File: config.mk
export PLATFORM = sky130hd
export DESIGN_NAME = lcm_of_three_unit
export DESIGN_NICKNAME = d
export VERILOG_FILES = /design/src/sv/lcm3_pkg.sv /design/src/sv/lcm_of_three_unit.sv
export VERILOG_INCLUDE_DIRS = /design/src /design/src/sv
export SDC_FILE = /design/constraint.sdc
export NUM_CORES = 1
export LEC_CHECK = 0
export BUFFER_PORTS_ARGS = -buffer_cell sky130_fd_sc_hd__buf_2
export CAP_MARGIN = 15
export CORE_UTILIZATION = 62
export CTS_CLUSTER_SIZE = 10
export DETAILED_ROUTE_END_ITERATION = 6
export PLACE_DENSITY = 0.8
export SYNTH_ARGS = -nofsm -noshare
export SYNTH_HDL_FRONTEND = slang
export SYNTH_SLANG_ARGS = --single-unit
File: constraint.sdc
create_clock -name i_clk -period 13.5 [get_ports i_clk]
set_input_delay 2.025 -clock i_clk [delete_from_list [all_inputs] [get_ports i_clk]]
set_output_delay 2.025 -clock i_clk [all_outputs]
set_load 0.02 [all_outputs]
File: src/sv/lcm_of_three_unit_macros.svh
// Assertion macros for the lcm_of_three_unit sources.
`ifndef LCM_OF_THREE_UNIT_MACROS_SVH
`define LCM_OF_THREE_UNIT_MACROS_SVH

`ifndef SYNTHESIS

// Check that pre implies post in the same cycle.
`define LCM3_ASSERT_IMP(lbl, clk, rst_n, pre, post) \
    lbl: assert property (@(posedge clk) disable iff (!rst_n) (pre) |-> (post)) \
        else $error("lcm3 check failed");

// Check that pre implies post in the following cycle.
`define LCM3_ASSERT_NXT(lbl, clk, rst_n, pre, post) \
    lbl: assert property (@(posedge clk) disable iff (!rst_n) (pre) |=> (post)) \
        else $error("lcm3 check failed");

`else

`define LCM3_ASSERT_IMP(lbl, clk, rst_n, pre, post)
`define LCM3_ASSERT_NXT(lbl, clk, rst_n, pre, post)

`endif

`endif

File: src/sv/lcm3_pkg.sv
`timescale 1ns / 1ps
package lcm3_pkg;

    // Fixed payload widths
    localparam int PERIOD_W   = 21;
    localparam int MULTIPLE_W = 63;

    typedef struct packed {
        logic [PERIOD_W-1:0] period_a;
        logic [PERIOD_W-1:0] period_b;
        logic [PERIOD_W-1:0] period_c;
    } t_in_item;

    typedef struct packed {
        logic [MULTIPLE_W-1:0] multiple;
        logic                  zero_divisor;
    } t_out_item;

    // Control FSM
    typedef enum logic {
        ST_IDLE,
        ST_RUN
    } t_state;

    // Micro-operations
    typedef enum logic [4:0] {
        OP_NONE,
        OP_MUL_AB,
        OP_MUL_AC,
        OP_MUL_BC,
        OP_MUL_FULL,
        OP_SAVE_AB,
        OP_SAVE_AC,
        OP_SAVE_BC,
        OP_SAVE_FULL,
        OP_LOAD_AB,
        OP_LOAD_AC,
        OP_LOAD_BC,
        OP_MOD,
        OP_SAVE_MOD,
        OP_DIV,
        OP_FIN_DIV,
        OP_FIN_ZERO
    } t_op;

    // Jump conditions
    typedef enum logic [1:0] {
        C_NEXT,
        C_ALWAYS,
        C_Y_ZERO,
        C_X_ZERO
    } t_cond;

    localparam int UPC_W    = 5;
    localparam int PROG_LEN = 24;

    typedef struct packed {
        t_op              op;
        t_cond            cond;
        logic [UPC_W-1:0] target;
    } t_uword;

    // Microprogram: products, three Euclid loops, final division
    function automatic t_uword uprog(input logic [UPC_W-1:0] pc);
        t_uword w;
        w = '{op: OP_NONE, cond: C_NEXT, target: '0};
        case (pc)
            5'd0:  w = '{op: OP_MUL_AB,   cond: C_NEXT,   target: 5'd0};
            5'd1:  w = '{op: OP_SAVE_AB,  cond: C_NEXT,   target: 5'd0};
            5'd2:  w = '{op: OP_MUL_AC,   cond: C_NEXT,   target: 5'd0};
            5'd3:  w = '{op: OP_SAVE_AC,  cond: C_NEXT,   target: 5'd0};
            5'd4:  w = '{op: OP_MUL_BC,   cond: C_NEXT,   target: 5'd0};
            5'd5:  w = '{op: OP_SAVE_BC,  cond: C_NEXT,   target: 5'd0};
            5'd6:  w = '{op: OP_MUL_FULL, cond: C_NEXT,   target: 5'd0};
            5'd7:  w = '{op: OP_SAVE_FULL, cond: C_NEXT,  target: 5'd0};
            5'd8:  w = '{op: OP_LOAD_AB,  cond: C_NEXT,   target: 5'd0};
            5'd9:  w = '{op: OP_NONE,     cond: C_Y_ZERO, target: 5'd12};
            5'd10: w = '{op: OP_MOD,      cond: C_NEXT,   target: 5'd0};
            5'd11: w = '{op: OP_SAVE_MOD, cond: C_ALWAYS, target: 5'd9};
            5'd12: w = '{op: OP_LOAD_AC,  cond: C_NEXT,   target: 5'd0};
            5'd13: w = '{op: OP_NONE,     cond: C_Y_ZERO, target: 5'd16};
            5'd14: w = '{op: OP_MOD,      cond: C_NEXT,   target: 5'd0};
            5'd15: w = '{op: OP_SAVE_MOD, cond: C_ALWAYS, target: 5'd13};
            5'd16: w = '{op: OP_LOAD_BC,  cond: C_NEXT,   target: 5'd0};
            5'd17: w = '{op: OP_NONE,     cond: C_Y_ZERO, target: 5'd20};
            5'd18: w = '{op: OP_MOD,      cond: C_NEXT,   target: 5'd0};
            5'd19: w = '{op: OP_SAVE_MOD, cond: C_ALWAYS, target: 5'd17};
            5'd20: w = '{op: OP_NONE,     cond: C_X_ZERO, target: 5'd23};
            5'd21: w = '{op: OP_DIV,      cond: C_NEXT,   target: 5'd0};
            5'd22: w = '{op: OP_FIN_DIV,  cond: C_NEXT,   target: 5'd0};
            5'd23: w = '{op: OP_FIN_ZERO, cond: C_NEXT,   target: 5'd0};
            default: w = '{op: OP_NONE,   cond: C_ALWAYS, target: 5'd0};
        endcase
        return w;
    endfunction

endpackage

File: src/sv/lcm_of_three_unit.sv
`timescale 1ns / 1ps
// Channel   Valid         Ready         Data           Beat
// input     i_in_valid    o_in_ready    i_in_data      three periods
// output    o_out_valid   i_out_ready   o_out_data     multiple, zero_divisor
//
// One item at a time; the next input beat is taken once the previous result is
// in the output register. Each item runs the shift-add products, three Euclid
// remainder loops and the final restoring division, plus sequencer steps.
// A single shift-add multiplier serves all four products, and the divider makes
// one quotient bit per cycle.
// Reset is synchronous, active low; it idles the sequencer and empties the output.
// A stalled output holds the finishing step until the register frees up.
`include "lcm_of_three_unit_macros.svh"

module lcm_of_three_unit #(
    parameter int PERIOD_BITS = 21
) (
    input  logic                i_clk,
    input  logic                i_rst_n,
    input  logic                i_in_valid,
    output logic                o_in_ready,
    input  lcm3_pkg::t_in_item  i_in_data,
    output logic                o_out_valid,
    input  logic                i_out_ready,
    output lcm3_pkg::t_out_item o_out_data
);
    import lcm3_pkg::*;

    localparam int W2     = 2 * PERIOD_BITS;
    localparam int W3     = 3 * PERIOD_BITS;
    localparam int DCNT_W = $clog2(W3 + 1);

    // Sequencer
    t_state           r_state, n_state;
    logic [UPC_W-1:0] r_pc, n_pc;
    t_uword           w_uw;
    logic             w_accept, w_exec, w_fin, w_jump, w_run;

    // Operands and products
    logic [PERIOD_BITS-1:0] r_a, r_b, r_c;
    logic [W2-1:0]          r_ab, r_ac, r_bc;
    logic [W3-1:0]          r_full;
    logic [W2-1:0]          r_x, r_y;

    // Shift-add multiplier
    logic [W3-1:0]          r_mcand, r_acc;
    logic [PERIOD_BITS-1:0] r_mplier;
    logic                   w_mul_busy, w_mul_start;
    logic [W3-1:0]          w_mcand_ld;
    logic [PERIOD_BITS-1:0] w_mplier_ld;

    // Restoring divider
    logic [W3-1:0]     r_dvd;
    logic [W2-1:0]     r_rem, r_dvs;
    logic [DCNT_W-1:0] r_dcnt;
    logic              w_div_busy, w_ge;
    logic [W2:0]       w_trial, w_diff;

    // Output register
    logic      r_o_valid;
    t_out_item r_out;

    assign w_uw       = uprog(r_pc);
    assign w_mul_busy = (r_mplier != '0);
    assign w_div_busy = (r_dcnt != '0);
    assign w_fin      = (w_uw.op == OP_FIN_DIV) || (w_uw.op == OP_FIN_ZERO);
    assign w_accept   = i_in_valid && o_in_ready;
    assign w_exec     = w_run && !w_mul_busy && !w_div_busy &&
                        (!w_fin || !r_o_valid || i_out_ready);

    // Next state
    always_comb begin
        n_state = r_state;
        case (r_state)
            ST_IDLE: begin
                if (i_in_valid) n_state = ST_RUN;
            end
            ST_RUN: begin
                if (w_exec && w_fin) n_state = ST_IDLE;
            end
            default: n_state = ST_IDLE;
        endcase
    end

    // FSM outputs
    always_comb begin
        o_in_ready = 1'b0;
        w_run      = 1'b0;
        case (r_state)
            ST_IDLE: o_in_ready = 1'b1;
            ST_RUN:  w_run      = 1'b1;
            default: o_in_ready = 1'b0;
        endcase
    end

    // Evaluate the jump condition
    always_comb begin
        case (w_uw.cond)
            C_NEXT:   w_jump = 1'b0;
            C_ALWAYS: w_jump = 1'b1;
            C_Y_ZERO: w_jump = (r_y == '0);
            C_X_ZERO: w_jump = (r_x == '0);
            default:  w_jump = 1'b0;
        endcase
    end

    // Advance the step counter
    always_comb begin
        n_pc = r_pc;
        if (w_accept) begin
            n_pc = '0;
        end else if (w_exec) begin
            n_pc = w_jump ? w_uw.target : r_pc + UPC_W'(1);
        end
    end

    always_ff @(posedge i_clk) begin
        if (!i_rst_n) begin
            r_state <= ST_IDLE;
            r_pc    <= '0;
        end else begin
            r_state <= n_state;
            r_pc    <= n_pc;
        end
    end

    // Capture masked periods on an input beat
    always_ff @(posedge i_clk) begin
        if (w_accept) begin
            r_a <= i_in_data.period_a[PERIOD_BITS-1:0];
            r_b <= i_in_data.period_b[PERIOD_BITS-1:0];
            r_c <= i_in_data.period_c[PERIOD_BITS-1:0];
        end
    end

    // Select multiplier operands
    always_comb begin
        w_mul_start = 1'b0;
        w_mcand_ld  = '0;
        w_mplier_ld = '0;
        if (w_exec) begin
            case (w_uw.op)
                OP_MUL_AB: begin
                    w_mul_start = 1'b1;
                    w_mcand_ld  = W3'(r_a);
                    w_mplier_ld = r_b;
                end
                OP_MUL_AC: begin
                    w_mul_start = 1'b1;
                    w_mcand_ld  = W3'(r_a);
                    w_mplier_ld = r_c;
                end
                OP_MUL_BC: begin
                    w_mul_start = 1'b1;
                    w_mcand_ld  = W3'(r_b);
                    w_mplier_ld = r_c;
                end
                OP_MUL_FULL: begin
                    w_mul_start = 1'b1;
                    w_mcand_ld  = W3'(r_ab);
                    w_mplier_ld = r_c;
                end
                default: w_mul_start = 1'b0;
            endcase
        end
    end

    // Shift-add multiplier: one multiplier bit per cycle, done when it runs out
    always_ff @(posedge i_clk) begin
        if (!i_rst_n) begin
            r_mplier <= '0;
        end else if (w_mul_start) begin
            r_mplier <= w_mplier_ld;
        end else if (w_mul_busy) begin
            r_mplier <= r_mplier >> 1;
        end
    end

    always_ff @(posedge i_clk) begin
        if (w_mul_start) begin
            r_mcand <= w_mcand_ld;
            r_acc   <= '0;
        end else if (w_mul_busy) begin
            r_mcand <= r_mcand << 1;
            if (r_mplier[0]) r_acc <= r_acc + r_mcand;
        end
    end

    // Restoring divider: one quotient bit per cycle
    assign w_trial = {r_rem, r_dvd[W3-1]};
    assign w_ge    = (w_trial >= {1'b0, r_dvs});
    assign w_diff  = w_trial - {1'b0, r_dvs};

    always_ff @(posedge i_clk) begin
        if (!i_rst_n) begin
            r_dcnt <= '0;
        end else if (w_exec && w_uw.op == OP_MOD) begin
            r_dcnt <= DCNT_W'(W2);
        end else if (w_exec && w_uw.op == OP_DIV) begin
            r_dcnt <= DCNT_W'(W3);
        end else if (w_div_busy) begin
            r_dcnt <= r_dcnt - DCNT_W'(1);
        end
    end

    always_ff @(posedge i_clk) begin
        if (w_exec && w_uw.op == OP_MOD) begin
            r_dvd <= {r_x, {PERIOD_BITS{1'b0}}};
            r_dvs <= r_y;
            r_rem <= '0;
        end else if (w_exec && w_uw.op == OP_DIV) begin
            r_dvd <= r_full;
            r_dvs <= r_x;
            r_rem <= '0;
        end else if (w_div_busy) begin
            r_dvd <= {r_dvd[W3-2:0], w_ge};
            r_rem <= w_ge ? w_diff[W2-1:0] : w_trial[W2-1:0];
        end
    end

    // Store products and Euclid operands
    always_ff @(posedge i_clk) begin
        if (w_exec) begin
            case (w_uw.op)
                OP_SAVE_AB:   r_ab   <= r_acc[W2-1:0];
                OP_SAVE_AC:   r_ac   <= r_acc[W2-1:0];
                OP_SAVE_BC:   r_bc   <= r_acc[W2-1:0];
                OP_SAVE_FULL: r_full <= r_acc;
                OP_LOAD_AB: begin
                    r_x <= '0;
                    r_y <= r_ab;
                end
                OP_LOAD_AC:   r_y <= r_ac;
                OP_LOAD_BC:   r_y <= r_bc;
                OP_SAVE_MOD: begin
                    r_x <= r_y;
                    r_y <= r_rem;
                end
                default: r_y <= r_y;
            endcase
        end
    end

    // Output register: fill on the finishing step, drop on a taken beat
    always_ff @(posedge i_clk) begin
        if (!i_rst_n) begin
            r_o_valid <= 1'b0;
        end else if (w_exec && w_fin) begin
            r_o_valid <= 1'b1;
        end else if (i_out_ready) begin
            r_o_valid <= 1'b0;
        end
    end

    always_ff @(posedge i_clk) begin
        if (w_exec && w_uw.op == OP_FIN_DIV) begin
            r_out.multiple     <= MULTIPLE_W'(r_dvd);
            r_out.zero_divisor <= 1'b0;
        end else if (w_exec && w_uw.op == OP_FIN_ZERO) begin
            r_out.multiple     <= '0;
            r_out.zero_divisor <= 1'b1;
        end
    end

    assign o_out_valid = r_o_valid;
    assign o_out_data  = r_out;

    // Checks
    `LCM3_ASSERT_NXT(a_accept_starts, i_clk, i_rst_n, w_accept, r_state == ST_RUN && r_pc == '0)
    `LCM3_ASSERT_IMP(a_units_exclusive, i_clk, i_rst_n, w_mul_busy, !w_div_busy)
    `LCM3_ASSERT_IMP(a_pc_in_range, i_clk, i_rst_n, r_state == ST_RUN, r_pc < UPC_W'(PROG_LEN))
    `LCM3_ASSERT_IMP(a_error_zero, i_clk, i_rst_n, r_o_valid && r_out.zero_divisor, r_out.multiple == '0)

endmodule

==> summary.txt <==
Pwr
  • Leakage: approximately 14 nW
  • Peak VDD IR: 0.372 mV
  • Power Density: about 220 nW/um^2

Worst setup path
  • WS Path Type: in2reg
  • Worst setup SP type: input port
  • Crit end category: register
  • Required @ worst endpoint: around 14 ns
  • Critical path arrival: 4.61 ns
  • CP max FO: 43

Clocking
  • Resize count post-CTS: 0
  • Sink Count: approximately 700
  • CTS tree: done
  • Reg clk slew, reported paths: 0.06 ns
  • Worst-Skew Late Latency: approximately 0.61 ns
  • Clock Tree Buf Depth: 3
  • Cts bufs inserted: 83
  • Number of setup buffers added after CTS: 0
  • Root Buffer: clkbuf_16
  • H-tree levels: 3
  • Hold-fix buffers, CTS: 0

Place
  • Post-Place Setup Slack: 8.63 ns
  • Placed Instances: 3720
  • Detailed placement HPWL: between 60000 and 70000 um
  • I/O Buffers: around 130
  • Gpl congestion: 0.932

Final layout
  • Layout cells sized above 1: 0.101
  • Fin nets: 3292
  • Non-Filler Instances: 3869
  • Ant. Diodes: 0
  • Area Overhead vs Synth: 11.1%

Timing
  • Worst slew pin tran: about 1.1 ns
  • Final WS setup: 9.14 ns
  • Tcrit/Tclk final: 0.323
  • Final hold violations: 0
  • RSZ-0062 raised after global routing: no
  • F_max: 0.229 GHz
  • Clock skew: 0.0164 ns
  • Fin Setup TNS: 0 ns
  • Setup violators final: 0
  • Min Tclk post-route: 4.36 ns
  • Final Max Slew Viols: 0
  • Slew headroom: 0.260

Floorplanning
  • Starting Density: 0.627
  • Die width: 235 um
  • Die Height: 235 um
  • Row Count: 85
  • IO Count: 133
  • Core ar.: 53700 sq um
  • Die Area: around 55000 sq um

Synth
  • Post-synthesis sequential area ratio: 0.590
  • Average instance area after synthesis: 11.2 sq um
  • Top-area cell type share of the netlist area: 0.487
  • Simple-Gate Fraction of Synth Area: 0.142
  • Largest family of logic cells by synthesized area: simple AND/OR/NAND/NOR gates
  • Xor and xnor area share after synthesis: 0.0229
  • Commonest cells post-synth: edfxtp_1, nand2_1, nor2_1
  • Synth area leader: edfxtp_1
  • Post-synth EDFFs: 546
  • Mux contribution to synthesized area: 0.0346
  • Synth top area cells: edfxtp_1, dfxtp_1, nand2_1
  • Main synth FF type: edfxtp_1
  • Synth Instances: 3016
  • Area fraction in compound gates after synthesis: 0.139
  • Synth unique cells: 91
  • Syn nets: approximately 3200
  • Post-synthesis cell area: ~34000 sq um
  • Warnings, synthesis: 0
  • Post-Synth Adder-Cell Area: 0.0432
  • #FFs+latches synth: 719
  • Synth async-reset ratio: 0
  • Most frequent cell after synthesis: edfxtp_1

Outcome
  • Status: finished with violations
  • Failing checks: DRC

Route
  • Final ANT Viol Nets: 0
  • Initial DRC Count: around 3600
  • Avg WL per Cell: around 23 um
  • Vias per std cell: 6.45
  • WL final: 88000 um
  • TritonRoute pass-1 iters: 7
  • DRC viols: 14
  • Via count: roughly 25000

Global route
  • Initial antenna violation count: 0
  • Largest net degree at the start of global routing: around 110
  • Total GRT Usage: 0.316
  • Global-route wire length before repair: 135000 um
  • Vias in the first global route: roughly 23000
  • Global route total overflow: 0

Hold path
  • Hold/Removal Path Class: reg2reg

Flow run
  • Max-cap viol count: 0
## registers in the layout (all words and copies together), names as in the netlist, 42 cells and up
signal / flops
r_bc: 42
r_y: 42
r_ac: 42
r_ab: 42
r_mcand: 63
r_acc: 63
r_full: 63
r_x: 42
r_rem: 42
r_dvd: 63
o_out_data: 64
r_dvs: 42
## final timing paths
kind	cells past startpoint	endpoint	startpoint	slack, ns
max	12	r_dvd[61]$_DFFE_PP_	i_out_ready	9.14
min reg2reg	2	r_dvd[1]$_SDFFE_PP0P_	r_full[1]$_DFFE_PP_	0.45
min	2	r_dvd[1]$_SDFFE_PP0P_	r_full[1]$_DFFE_PP_	0.45
max reg2reg	8	r_rem[28]$_SDFFE_PP0P_	r_rem[34]$_SDFFE_PP0P_	9.15
## critical path, stage by stage
cell and delay, ns:
buf_2 0.08, nor2b_1 0.05, nand2_1 0.11, nand2_1 0.06, nor3_1 0.24, nand4_1 0.43
inv_1 0.19, buf_4 0.48, nor2_2 0.05, buf_4 0.25, inv_1 0.09, buf_4 0.48
## power breakdown
| part | internal [mW] | switching, mW | total, mW |
|---|---|---|---|
| sequential | 3.03 | 0.452 | 3.48 |
| combinational | 0.999 | 1.74 | 2.74 |
| clock | 1.18 | 0.848 | 2.03 |
| total | 5.21 | 3.04 | 8.24 |
## cell type report
| type | count | area [sq um] |
|---|---|---|
| fillers | 3712 | 16300 |
| well taps | 696 | 871 |
| inverters | 80 | 300 |
| flip-flops and latches | 719 | 19900 |
| clock buffers | 140 | 2340 |
| multi-input cells | 2056 | 13000 |
| clock inverters | 8 | 71.3 |
| repair buffers | 170 | 958 |
## logic make-up after synthesis
logic type                 Yosys count
and+or+nand+nor                   1023
DFF                                719
AOI/OAI and AO/OA                  714
buffers and inverters              241
muxes                              116
adders and majority gates          115
xor gates and xnor gates            88
## stage by stage
| step | hold WS [ns] | cell area (sq um) | util | power [mW] |
|---|---|---|---|---|
| after CTS | 0.452 | 37400 | 0.696 | 8.19 |
| after floorplan | 0.421 | 33700 | - | 5.39 |
| final | 0.451 | 37400 | 0.696 | 8.24 |
| after global placement | 0.440 | 35000 | 0.651 | 6.07 |
| after global routing | 0.473 | 37400 | 0.696 | 8.65 |
| after detailed placement | 0.435 | 35000 | 0.651 | 6.16 |
## per-layer routing
metal,vias to the layer above,GRT usage,share of wire
met5,-,0,0
met4,0,0.0981,0.032
met3,177,0.0503,0.11
met2,1423,0.479,0.44
met1,12003,0.470,0.42
li1,11346,-,-
## layout by cell type (no fill, tap or decap), drive strengths merged, types with 35 or more instances in the layout
cell type / Yosys / layout
inv: 80 / 83
and2: 135 / 135
clkbuf: 138 / 140
nand4: 35 / 35
a222oi: 63 / 63
mux2i: 112 / 112
ha: 113 / 113
a21o: 54 / 54
a21oi: 206 / 206
dfxtp: 173 / 173
buf: 22 / 170
xnor2: 51 / 51
nor2: 221 / 221
nand3: 52 / 52
xor2: 37 / 37
nor3: 43 / 43
edfxtp: 546 / 546
o21ai: 177 / 177
nand2: 408 / 408
Note: power is estimated with default switching activity, not from simulation.
